`config.mk`:
```
export PLATFORM = sky130hd
export DESIGN_NAME = hbm_mod
export DESIGN_NICKNAME = d
export VERILOG_FILES = /design/src/rtl/core/hbm_pkg.sv /design/src/rtl/core/hbm_mod.sv
export SDC_FILE = /design/constraint.sdc
export NUM_CORES = 1
export LEC_CHECK = 0
export ABC_AREA = 1
export BUFFER_PORTS_ARGS = -buffer_cell sky130_fd_sc_hd__clkbuf_2
export CAP_MARGIN = 25
export CORE_MARGIN = 5
export CORE_UTILIZATION = 50
export CTS_CLUSTER_SIZE = 8
export DETAILED_ROUTE_END_ITERATION = 10
export HOLD_SLACK_MARGIN = 0.03
export MAX_ROUTING_LAYER = met4
export PLACE_DENSITY = 0.73
export SYNTH_ARGS = -nofsm -noshare
export SYNTH_HDL_FRONTEND = slang
export SYNTH_SLANG_ARGS = --single-unit
```
`constraint.sdc`:
```
create_clock -name clk -period 2.1 [get_ports clk]
set_clock_uncertainty 0.2 [all_clocks]
set_input_delay 0.315 -clock clk [delete_from_list [all_inputs] [get_ports clk]]
set_output_delay 0.315 -clock clk [all_outputs]
set_load 0.02 [all_outputs]
```
`src/rtl/core/hbm_pkg.sv`:
```
// shared types, constants and hash functions for the hashed bucket map
package hbm_pkg;

	localparam logic [1:0] ST_INSERTED = 2'd0;
	localparam logic [1:0] ST_FOUND    = 2'd1;
	localparam logic [1:0] ST_MISSING  = 2'd2;
	localparam logic [1:0] ST_FULL     = 2'd3;

	localparam logic FUNC_INSERT = 1'b0;
	localparam logic FUNC_LOOKUP = 1'b1;

	typedef enum logic [2:0] {
		S_IDLE,
		S_DIV,
		S_FILL,
		S_WALK,
		S_CHECK
	} hbm_state_t;

	// one byte step of the running hash
	function automatic logic [31:0] mix_byte(input logic [31:0] h, input logic [7:0] b);
		logic [31:0] t;
		t = h + {{24{b[7]}}, b};
		t = t + (t << 10);
		t = t ^ (t >> 6);
		return t;
	endfunction

	// final avalanche of the hash
	function automatic logic [31:0] finish_hash(input logic [31:0] h);
		logic [31:0] t;
		t = h + (h << 3);
		t = t ^ (t >> 11);
		t = t + (t << 15);
		return t;
	endfunction

endpackage

```
`src/rtl/core/hbm_mod.sv`:
```
// restoring remainder unit, one quotient bit per cycle
module hbm_mod
	import hbm_pkg::*;
#(
	parameter int DW = 9
) (
	input  logic          clk,
	input  logic          arst_n,
	input  logic          go,
	input  logic [31:0]   dividend,
	input  logic [DW-1:0] divisor,
	output logic          done,
	output logic [DW-1:0] rem
);

	logic [DW:0]   rem_q;
	logic [31:0]   dvd_q;
	logic [5:0]    cnt_q;
	logic          run_q;
	logic [DW:0]   trial;
	logic [DW+1:0] shifted;

	// shift in next dividend bit and conditionally subtract
	always_comb begin
		shifted = {rem_q, dvd_q[31]};
		trial   = shifted[DW:0] - {1'b0, divisor};
	end

	always_ff @(posedge clk or negedge arst_n) begin
		if (!arst_n) begin
			run_q <= 1'b0;
			cnt_q <= '0;
		end else if (go) begin
			run_q <= 1'b1;
			cnt_q <= 6'd0;
		end else if (run_q) begin
			cnt_q <= cnt_q + 6'd1;
			if (cnt_q == 6'd31) begin
				run_q <= 1'b0;
			end
		end
	end

	always_ff @(posedge clk) begin
		if (go) begin
			rem_q <= '0;
			dvd_q <= dividend;
		end else if (run_q) begin
			dvd_q <= dvd_q << 1;
			if (shifted >= {1'b0, divisor}) begin
				rem_q <= trial;
			end else begin
				rem_q <= shifted[DW:0];
			end
		end
	end

	assign done = run_q && (cnt_q == 6'd31);
	assign rem  = rem_q[DW-1:0];

endmodule
```
-- Word-level counts from Yosys, hierarchy flattened
Cells that the tools add are included.
- logic and storage cells: 18
- bits in registers: 49
- output and inout bits: 10
- bits of input ports: 44
- mux-type cells: 8
- add/subtract/negate cells: 2
- equal/unequal tests: 1
- reductions and logical operators: 2
- magnitude comparators: 1
- operators with widths (operator ; number):
    32-bit 2-to-1 mux ; 2
    6-bit 2-to-1 mux ; 2
    11-bit by 9-bit >= comparator with 1-bit output ; 1
    10-bit 2-to-1 mux ; 1
    10-bit by 9-bit subtractor with 10-bit output ; 1
    6-bit by 1-bit adder with 6-bit output, second input constant ; 1
    6-bit by 5-bit == test with 1-bit output, second input constant ; 1
    1-bit 2-to-1 mux ; 3
    2-bit nonzero test ; 1
    1-bit logical AND ; 1

-- Depth between registers and ports, before layout
Gate-level depths: netlist of the first run.
- depth after elaboration: 4
- depth in mapped cells: 13
- depth with buffers taken out: 13

-- Worst setup path after synthesis of the first run
OpenSTA, ideal clock, no wires.
- kind: in2reg
- start point: in go
- end point: reg dvd_q[0] (enable)
- data required time: 1.513 ns
- stages: 4
- buffers on the path: 2
- setup time: 0.387 ns
- slack: 0.122 ns
- arrival: 1.392 ns
- cells stage by stage: buf_2 -> nor2_1 -> clkbuf_1 -> inv_1
- word-level cells in the longest chain between the ends: 1
- ends and longest elaborated chain (item ; line ; RTL):
    start, declared ; hbm_mod.sv:9 ; input logic go,
    2-bit nonzero test (no line) ; -- ;
    end signal, assigned ; hbm_mod.sv:47 ; dvd_q <= dividend;
    end signal, assigned ; hbm_mod.sv:49 ; dvd_q <= dvd_q << 1;
    end, declared ; hbm_mod.sv:17 ; logic [31:0] dvd_q;
No other way between the ends.
A chain may end at the register's enable or synchronous reset.

-- Final worst setup path of the first run
- start point: reg cnt_q[0]
- end point: out done
- word-level cells in the longest chain between the ends: 2
- ends and longest elaborated chain (item ; line ; RTL):
    start, declared ; hbm_mod.sv:18 ; logic [5:0] cnt_q;
    start signal, assigned ; hbm_mod.sv:37 ; cnt_q <= cnt_q + 6'd1;
    6-bit by 5-bit == test with 1-bit output ; hbm_mod.sv:58 ; assign done = run_q && (cnt_q == 6'd31);
    1-bit logical AND ; hbm_mod.sv:58 ;
    end, declared ; hbm_mod.sv:12 ; output logic done,
No other way between the ends.

==> results.md, run 1 <==
* Max-slew violations at 0
* First-pass GRT wire length at 9470 um
* Multi-input combinational cell area at 1240 um2
* Final core occ at 58.8%
* Die area at 7220 um2
* RSZ-0062 raised after global routing: false
* Vert. Die Dim at 85.0 um
* Register Area at 1340 um2
* Nets at 459
* Final hold viol count at 0
* RD Place Congestion at 0.944
* Largest net degree at the start of global routing at 27
* Mean Syn Cell Area at 7.91 um2
* CP endpoint kind: primary output
* Synth Net Count at 410
* Fmax at 515 MHz
* Grt met2 use at 25.8%
* WL per Instance at 11.6 um
* Share of cells above drive strength 1 at 19.0%
* Core Region at 5470 um2
* CTS tree: done
* Clock root buffer master: clkbuf_8
* Initial antenna violation count at 0
* CP Data Required Time at 1.58 ns
* Worst-path fanout max at 3
* Part of the power in combinational logic at 43.0%
* Top Ports at 54
* Postcts setup bufs at 0
* Placed wire-length estimate at 4240 um
* # DRC at 0
* Most frequent cells in the layout: 171 x nand2_1, 52 x clkbuf_2, 35 x inv_1, 32 x edfxtp_1, 16 x nand3_1
* Maximum vdd drop at 0.439 mV
* Area growth syn-to-layout at 14.6%
* DR vias at 2304
* Sw Ratio at 39.3%
* Final min period at 1.94 ns
* Final setup violation count at 0
* Fin crit share at 92.4%
* HP Class: input port to register
* Clk buf depth at 2
* Clock transition at path regs at 0.09 ns
* Yosys reg bits at 49
* Crit start category: register
* Most common cell after layout, fill and taps aside: nand2_1
* H-tree levels at 2
* Vias in the first global route at 2173
* Port bufs at 53
* Met3 Use GR at 3.79%
* Vias/cell at 4.83
* Clk_lat worst skew at 0.30 ns
* Sw power at 1.26 mW
* Status: complete, no violations
* Critical path data arrival time at 1.43 ns
* Static Leakage at 1.73 nW
* Slew headroom at 49.3%
* Final setup TNS at 0 ns
* DR iter-0 viols at 182
* Initial core utilization at 51.3%
* Site row count at 27
* Syn. warnings at 0
* Antenna diode count at 0
* Total track usage at 16.6%
* FILL cells at 530
* Clock Sinks at 49
* Cell area after synthesis at 2810 um2
* Drt first pass iters at 4
* Met1 Use GR at 21.3%
* Routed wire length at 5520 um
* Total CTS buffers at 5
* Clock share of power at 17.0%
* Seq/Total Area, Yosys at 47.6%
* Kind of critical path: register to primary output
* Routed Antenna Nets at 0
* Worst-Margin Slew at 0.758 ns
* Cell Int Power at 1.94 mW
* Chip Width at 85.0 um
* Part of the power in registers at 40.0%
* Post-Syn Instances at 355
* GRT Max-Usage Layer: met2
* PD cells at 994 nW/um2
* Total grt overflow at 0
* Max cap viols at 0
* Yosys cell types at 28
-- flip-flops by register name, summed over array words and instances (netlist names) --
name / cells
rem_q: 10
cnt_q: 6
run_q: 1
dvd_q: 32
-- layer usage --
layer / part of all wire (%) / wire length, um / up-vias
li1: - / - / 1204
met1: 47 / 2590 / 1037
met2: 47 / 2570 / 54
met3: 4.9 / 271 / 9
met4: 1.6 / 87 / 0
met5: 0 / 0 / -
-- critical path, cell delays in order, from the launching register on --
cell     delay [ns]
dfrtp_1        0.38
ha_1           0.18
inv_1          0.06
nor3_1         0.14
nand3_1        0.12
nor2_2         0.11
buf_4          0.15
-- stage by stage --
step	power, mW	std cells	area, um2	worst slack, ns	hold slack [ns]
after floorplan	2.42	355	2810	0.122	-0.181
after global placement	2.66	468	3120	0.0769	-0.0413
final	3.20	477	3220	0.159	0.0608
after global routing	3.46	477	3220	0.00141	0.0580
after CTS	3.24	477	3210	0.120	0.0492
after detailed placement	2.68	468	3120	0.0651	-0.0408
-- final timing paths --
kind / startpoint / to / slack [ns] / cells after the start
max in group asynchronous: arst_n / cnt_q[1]$_DFFE_PN0P_ / 1.35 / 2
setup reg to reg: rem_q[7]$_SDFFE_PP0P_ / rem_q[7]$_SDFFE_PP0P_ / 0.16 / 8
hold reg to reg: rem_q[9]$_SDFFE_PP0P_ / rem_q[9]$_SDFFE_PP0P_ / 0.27 / 2
hold / removal: dividend[0] / dvd_q[0]$_SDFFCE_PN0P_ / 0.06 / 3
min in group asynchronous: arst_n / cnt_q[3]$_DFFE_PN0P_ / 0.18 / 2
setup / recovery: cnt_q[0]$_DFFE_PN0P_ / done / 0.16 / 6
-- power by group through the flow --
stage               sequential [mW]  clock (mW)  combinational (mW)
floorplan                      1.27           0                1.15
finish                         1.28       0.544                1.38
CTS                            1.28       0.571                1.38
detailed placement             1.30           0                1.38
global placement               1.30           0                1.36
global route                   1.31       0.613                1.54
-- cell families after synthesis --
family	count (synthesis)	synth area share [%]
AND/OR/NAND/NOR	226	35.0
buffers and inverters	54	8.51
flip-flops	49	47.6
AO/OA/AOI/OAI	12	2.81
adder cells (fa/ha/maj)	11	5.17
XOR/XNOR	3	0.936
-- what timing repair did --
item                                    CTS  global route
hold buffers                              1             0
resized for setup                         0             3
endpoints found under the setup margin    0             1
endpoints found under the hold margin     7             0
-- cell usage after synthesis, drive strengths merged --
cell type / instances / area (um2)
nand2: 178 / 718
xnor2: 2 / 17.5
nor2: 14 / 52.6
nand3: 16 / 80.1
clkinv: 1 / 3.75
clkbuf: 6 / 22.5
fa: 1 / 20.0
nand4: 1 / 6.26
a21oi: 9 / 60.1
buf: 12 / 81.3
a22o: 1 / 8.76
inv: 35 / 131
o21ai: 2 / 10.0
ha: 10 / 125
dfrtp: 7 / 175
nand3b: 12 / 90.1
dfxtp: 10 / 200
edfxtp: 32 / 961
nor3: 5 / 36.3
xor2: 1 / 8.76
-- layout make-up --
class | count | share of cell area, %
flip-flops and latches | 49 | 41.5
inverters | 36 | 4.20
clock inverters | 2 | 0.428
repair buffers | 60 | 10.4
multi-input cells | 252 | 38.4
clock buffers | 6 | 2.25
well taps | 72 | 2.80
Note: power is estimated with default switching activity, not from simulation.
==> inputs of run 2 (changes only) <==
--- a/config.mk
+++ b/config.mk
@@ -9,11 +9,13 @@
 export BUFFER_PORTS_ARGS = -buffer_cell sky130_fd_sc_hd__clkbuf_2
 export CAP_MARGIN = 25
+export CELL_PAD_IN_SITES_DETAIL_PLACEMENT = 2
+export CELL_PAD_IN_SITES_GLOBAL_PLACEMENT = 2
 export CORE_MARGIN = 5
-export CORE_UTILIZATION = 50
+export CORE_UTILIZATION = 32
 export CTS_CLUSTER_SIZE = 8
 export DETAILED_ROUTE_END_ITERATION = 10
 export HOLD_SLACK_MARGIN = 0.03
 export MAX_ROUTING_LAYER = met4
-export PLACE_DENSITY = 0.73
+export PLACE_DENSITY = 0.8
 export SYNTH_ARGS = -nofsm -noshare
 export SYNTH_HDL_FRONTEND = slang
==> constraint.sdc (replaced) <==
create_clock -name clk -period 2.1 [get_ports clk]
set_clock_uncertainty 0.2 [all_clocks]
set_input_delay 0.21 -clock clk [delete_from_list [all_inputs] [get_ports clk]]
set_output_delay 0.21 -clock clk [all_outputs]
set_load 0.02 [all_outputs]
==> run 2 against run 1 <==
  * Sequential power about the same
  * Flip-flop and latch count unchanged
  * Register-to-register slack got worse by 0.05 ns
  * Combinational power increased by 10%
  * Clock power increased by 33%
  * Critical endpoint is now rem_q[9]$_SDFFE_PP0P_
  * Fmax decreased by 2.7%
  * First-iteration DRC count decreased by 52%
  * Global-route usage increased by 0.99 points
==> results.md, run 2 (synthesis results as in run 1) <==
* Status: complete, no violations
* Initial core utilization at 32.5% (-19 points)
* Vert. Die Dim at 104 um (+22%)
* FILL cells at 1008 (+90%)
* First-pass GRT wire length at 15100 um (+59%)
* Top Ports at 54 (unchanged)
* Most frequent cells in the layout: 170 x nand2_1, 53 x clkbuf_2, 35 x inv_1, 33 x dlygate4sd3_1, 32 x edfxtp_1
* Worst-path cell chain: ha_1 -> nand2_1 -> inv_1 -> a21oi_2 -> nand2_4 -> nand2_8 -> nand2_8 -> nand2_2 -> nand2_1 -> nand2_1 -> nand2_1
* Fmax at 501 MHz (-2.7%)
* Worst R2R Path Depth at 11 (+3)
* RD Place Congestion at 0.761 (-19%)
* CP endpoint kind: register
* Vias in the first global route at 2993 (+38%)
* Final hold viol count at 0 (unchanged)
* Placed wire-length estimate at 5690 um (+34%)
* PD cells at 973 nW/um2 (-2.1%)
* Initial antenna violation count at 0 (unchanged)
* Core Region at 8640 um2 (+58%)
* Clock Sinks at 49 (unchanged)
* Max layer used: met4
* Vias/cell at 4.77 (-1.2%)
* Area growth syn-to-layout at 29.4%
* Final worst slack at 0.105 ns (-0.0540 ns)
* Pwr Total at 3.54 mW (+10%)
* Met2 wire len at 5000 um (+95%)
* Total track usage at 17.6% (+0.99 points)
* WL met1 at 3640 um (+40%)
* Max-slew violations at 0 (unchanged)
* Share of cells above drive strength 1 at 19.0% (+0.035 points)
* Nets at 495 (+7.8%)
* CP max stage delay at 0.40 ns (+0.02 ns)
* Critical R2R Launch: rem_q[5]$_SDFFE_PP0P_
* Post-route cell area at 3630 um2 (+13%)
* Cell Int Power at 2.14 mW (+10%)
* Final setup violation count at 0 (unchanged)
* H-tree levels at 2 (unchanged)
* Part of the power in registers at 36.5% (-3.5 points)
* Static Leakage at 1.88 nW (+9.1%)
* WL per Instance at 16.2 um (+40%)
* FF-to-FF End: rem_q[9]$_SDFFE_PP0P_
* Cell Area, Placed at 3180 um2 (+2.0%)
* Total CTS buffers at 5 (unchanged)
* Biggest register: dvd_q
* Crit start category: register
* Worst-Margin Slew at 0.447 ns (-0.310 ns)
* DP Worst Slack at 0.0777 ns (+0.0126 ns)
* Site row count at 34 (+26%)
* DR iter-0 viols at 87 (-52%)
* Critical path data arrival time at 2.00 ns (+0.57 ns)
* Sw power at 1.40 mW (+11%)
* Slowest cell on crit path: dfxtp_1
* Multi-input combinational cell area at 1240 um2 (+0.61%)
* Total grt overflow at 0 (unchanged)
* CTS tree: done
* Largest register FFs at 32 (unchanged)
* Clk buf depth at 2 (unchanged)
* Maximum vdd drop at 0.599 mV (+36%)
* Most used cell, CP: nand2_1
* Port bufs at 53 (unchanged)
* R2R setup slack at 0.10 ns (-0.05 ns)
* CP Data Required Time at 2.11 ns (+0.53 ns)
* Max cap viols at 0 (unchanged)
* Routed Antenna Nets at 0 (unchanged)
* Routed wire length at 8880 um (+61%)
* DR WL met3 at 189 um (-30%)
* Fin crit share at 95.0% (+2.6 points)
* Sw Ratio at 39.6% (+0.22 points)
* Antenna diode count at 0 (unchanged)
* Most common cell after layout, fill and taps aside: nand2_1
* Drt first pass iters at 4 (unchanged)
* DR vias at 2621 (+14%)
* Final min period at 2.00 ns (+0.0540 ns)
* Chip Width at 104 um (+22%)
* Clk_lat worst skew at 0.31 ns (about the same)
* Die area at 10800 um2 (+49%)
* Largest net degree at the start of global routing at 26 (-3.7%)
* Worst-path fanout max at 10 (+7)
* Kind of critical path: register to register
* Part of the power in combinational logic at 43.1% (about the same)
* Slew headroom at 70.0% (+21 points)
* HP Class: input port to asynchronous set/reset pin
* RSZ-0062 raised after global routing: false
* Largest regs: dvd_q: 32 flops, rem_q: 10 flops, cnt_q: 6 flops
* Register Area at 1340 um2 (unchanged)
* Final setup TNS at 0 ns (unchanged)
* Dpl cells at 508 (+8.5%)
* Clock share of power at 20.4% (+3.4 points)
* Clock root buffer master: clkbuf_8
* Clock transition at path regs at 0.10 ns (about the same)
* # DRC at 0 (unchanged)
* Finished Layout Cells at 549 (+15%)
## run 2: repair_timing
action | CTS | global route
endpoints found under the setup margin | 0 | 3
gates resized for setup | 0 | 3
setup buffers | 0 | 0
hold buffers | 33 | 0
endpoints found under the hold margin | 39 | 0
## run 2: cell type report
type                    count  share of cell area [%]
clock buffers               5                    1.89
clock inverters             3                    1.21
inverters                  36                    3.72
multi-input cells         252                    34.2
flip-flops and latches     49                    36.8
well taps                 108                    3.72
repair buffers             96                    18.5
## run 2: how the worst max path moves through the flow
stage / slack (ns) / depth (start not counted) / to / from
2_1_floorplan: 0.19 / 3 / dvd_q[0]$_SDFFCE_PN0P_ / run_q$_DFF_PN0_
4_1_cts: 0.06 / 12 / rem_q[8]$_SDFFE_PP0P_ / dvd_q[31]$_DFFE_PP_
3_5_place_dp: 0.08 / 12 / rem_q[8]$_SDFFE_PP0P_ / dvd_q[31]$_DFFE_PP_
6_report: 0.10 / 11 / rem_q[9]$_SDFFE_PP0P_ / rem_q[5]$_SDFFE_PP0P_
3_3_place_gp: 0.18 / 12 / rem_q[6]$_SDFFE_PP0P_ / dvd_q[31]$_DFFE_PP_
5_1_grt: 0.002 / 12 / rem_q[8]$_SDFFE_PP0P_ / dvd_q[31]$_DFFE_PP_
## run 2: critical path, delay by kind of cell, from the launching register on
family	cells	cell delay, ns
simple gates	8	0.71
fa+ha+maj	1	0.30
buf+inv	1	0.07
compound gates	1	0.22
flops	1	0.40
## run 2: layer usage
metal	vias to the layer above	global-route usage, %
met3	4	2.74
met1	1304	19.4
li1	1277	-
met2	36	33.2
met5	-	-
met4	0	3.33
## run 2: per-stage QoR
step / hold slack (ns) / util, %
2_1_floorplan: -0.286 / -
5_1_grt: 0.0846 / 42.1
6_report: 0.0667 / 42.1
3_3_place_gp: -0.139 / 36.8
4_1_cts: 0.0658 / 42.0
3_5_place_dp: -0.138 / 36.8
## run 2: power by group through the flow
stage          clock network, mW  logic [mW]  registers, mW
3_3_place_gp                   0        1.42           1.30
2_1_floorplan                  0        1.15           1.27
6_report                   0.722        1.52           1.29
4_1_cts                    0.721        1.53           1.29
5_1_grt                    0.786        1.71           1.31
3_5_place_dp                   0        1.47           1.31
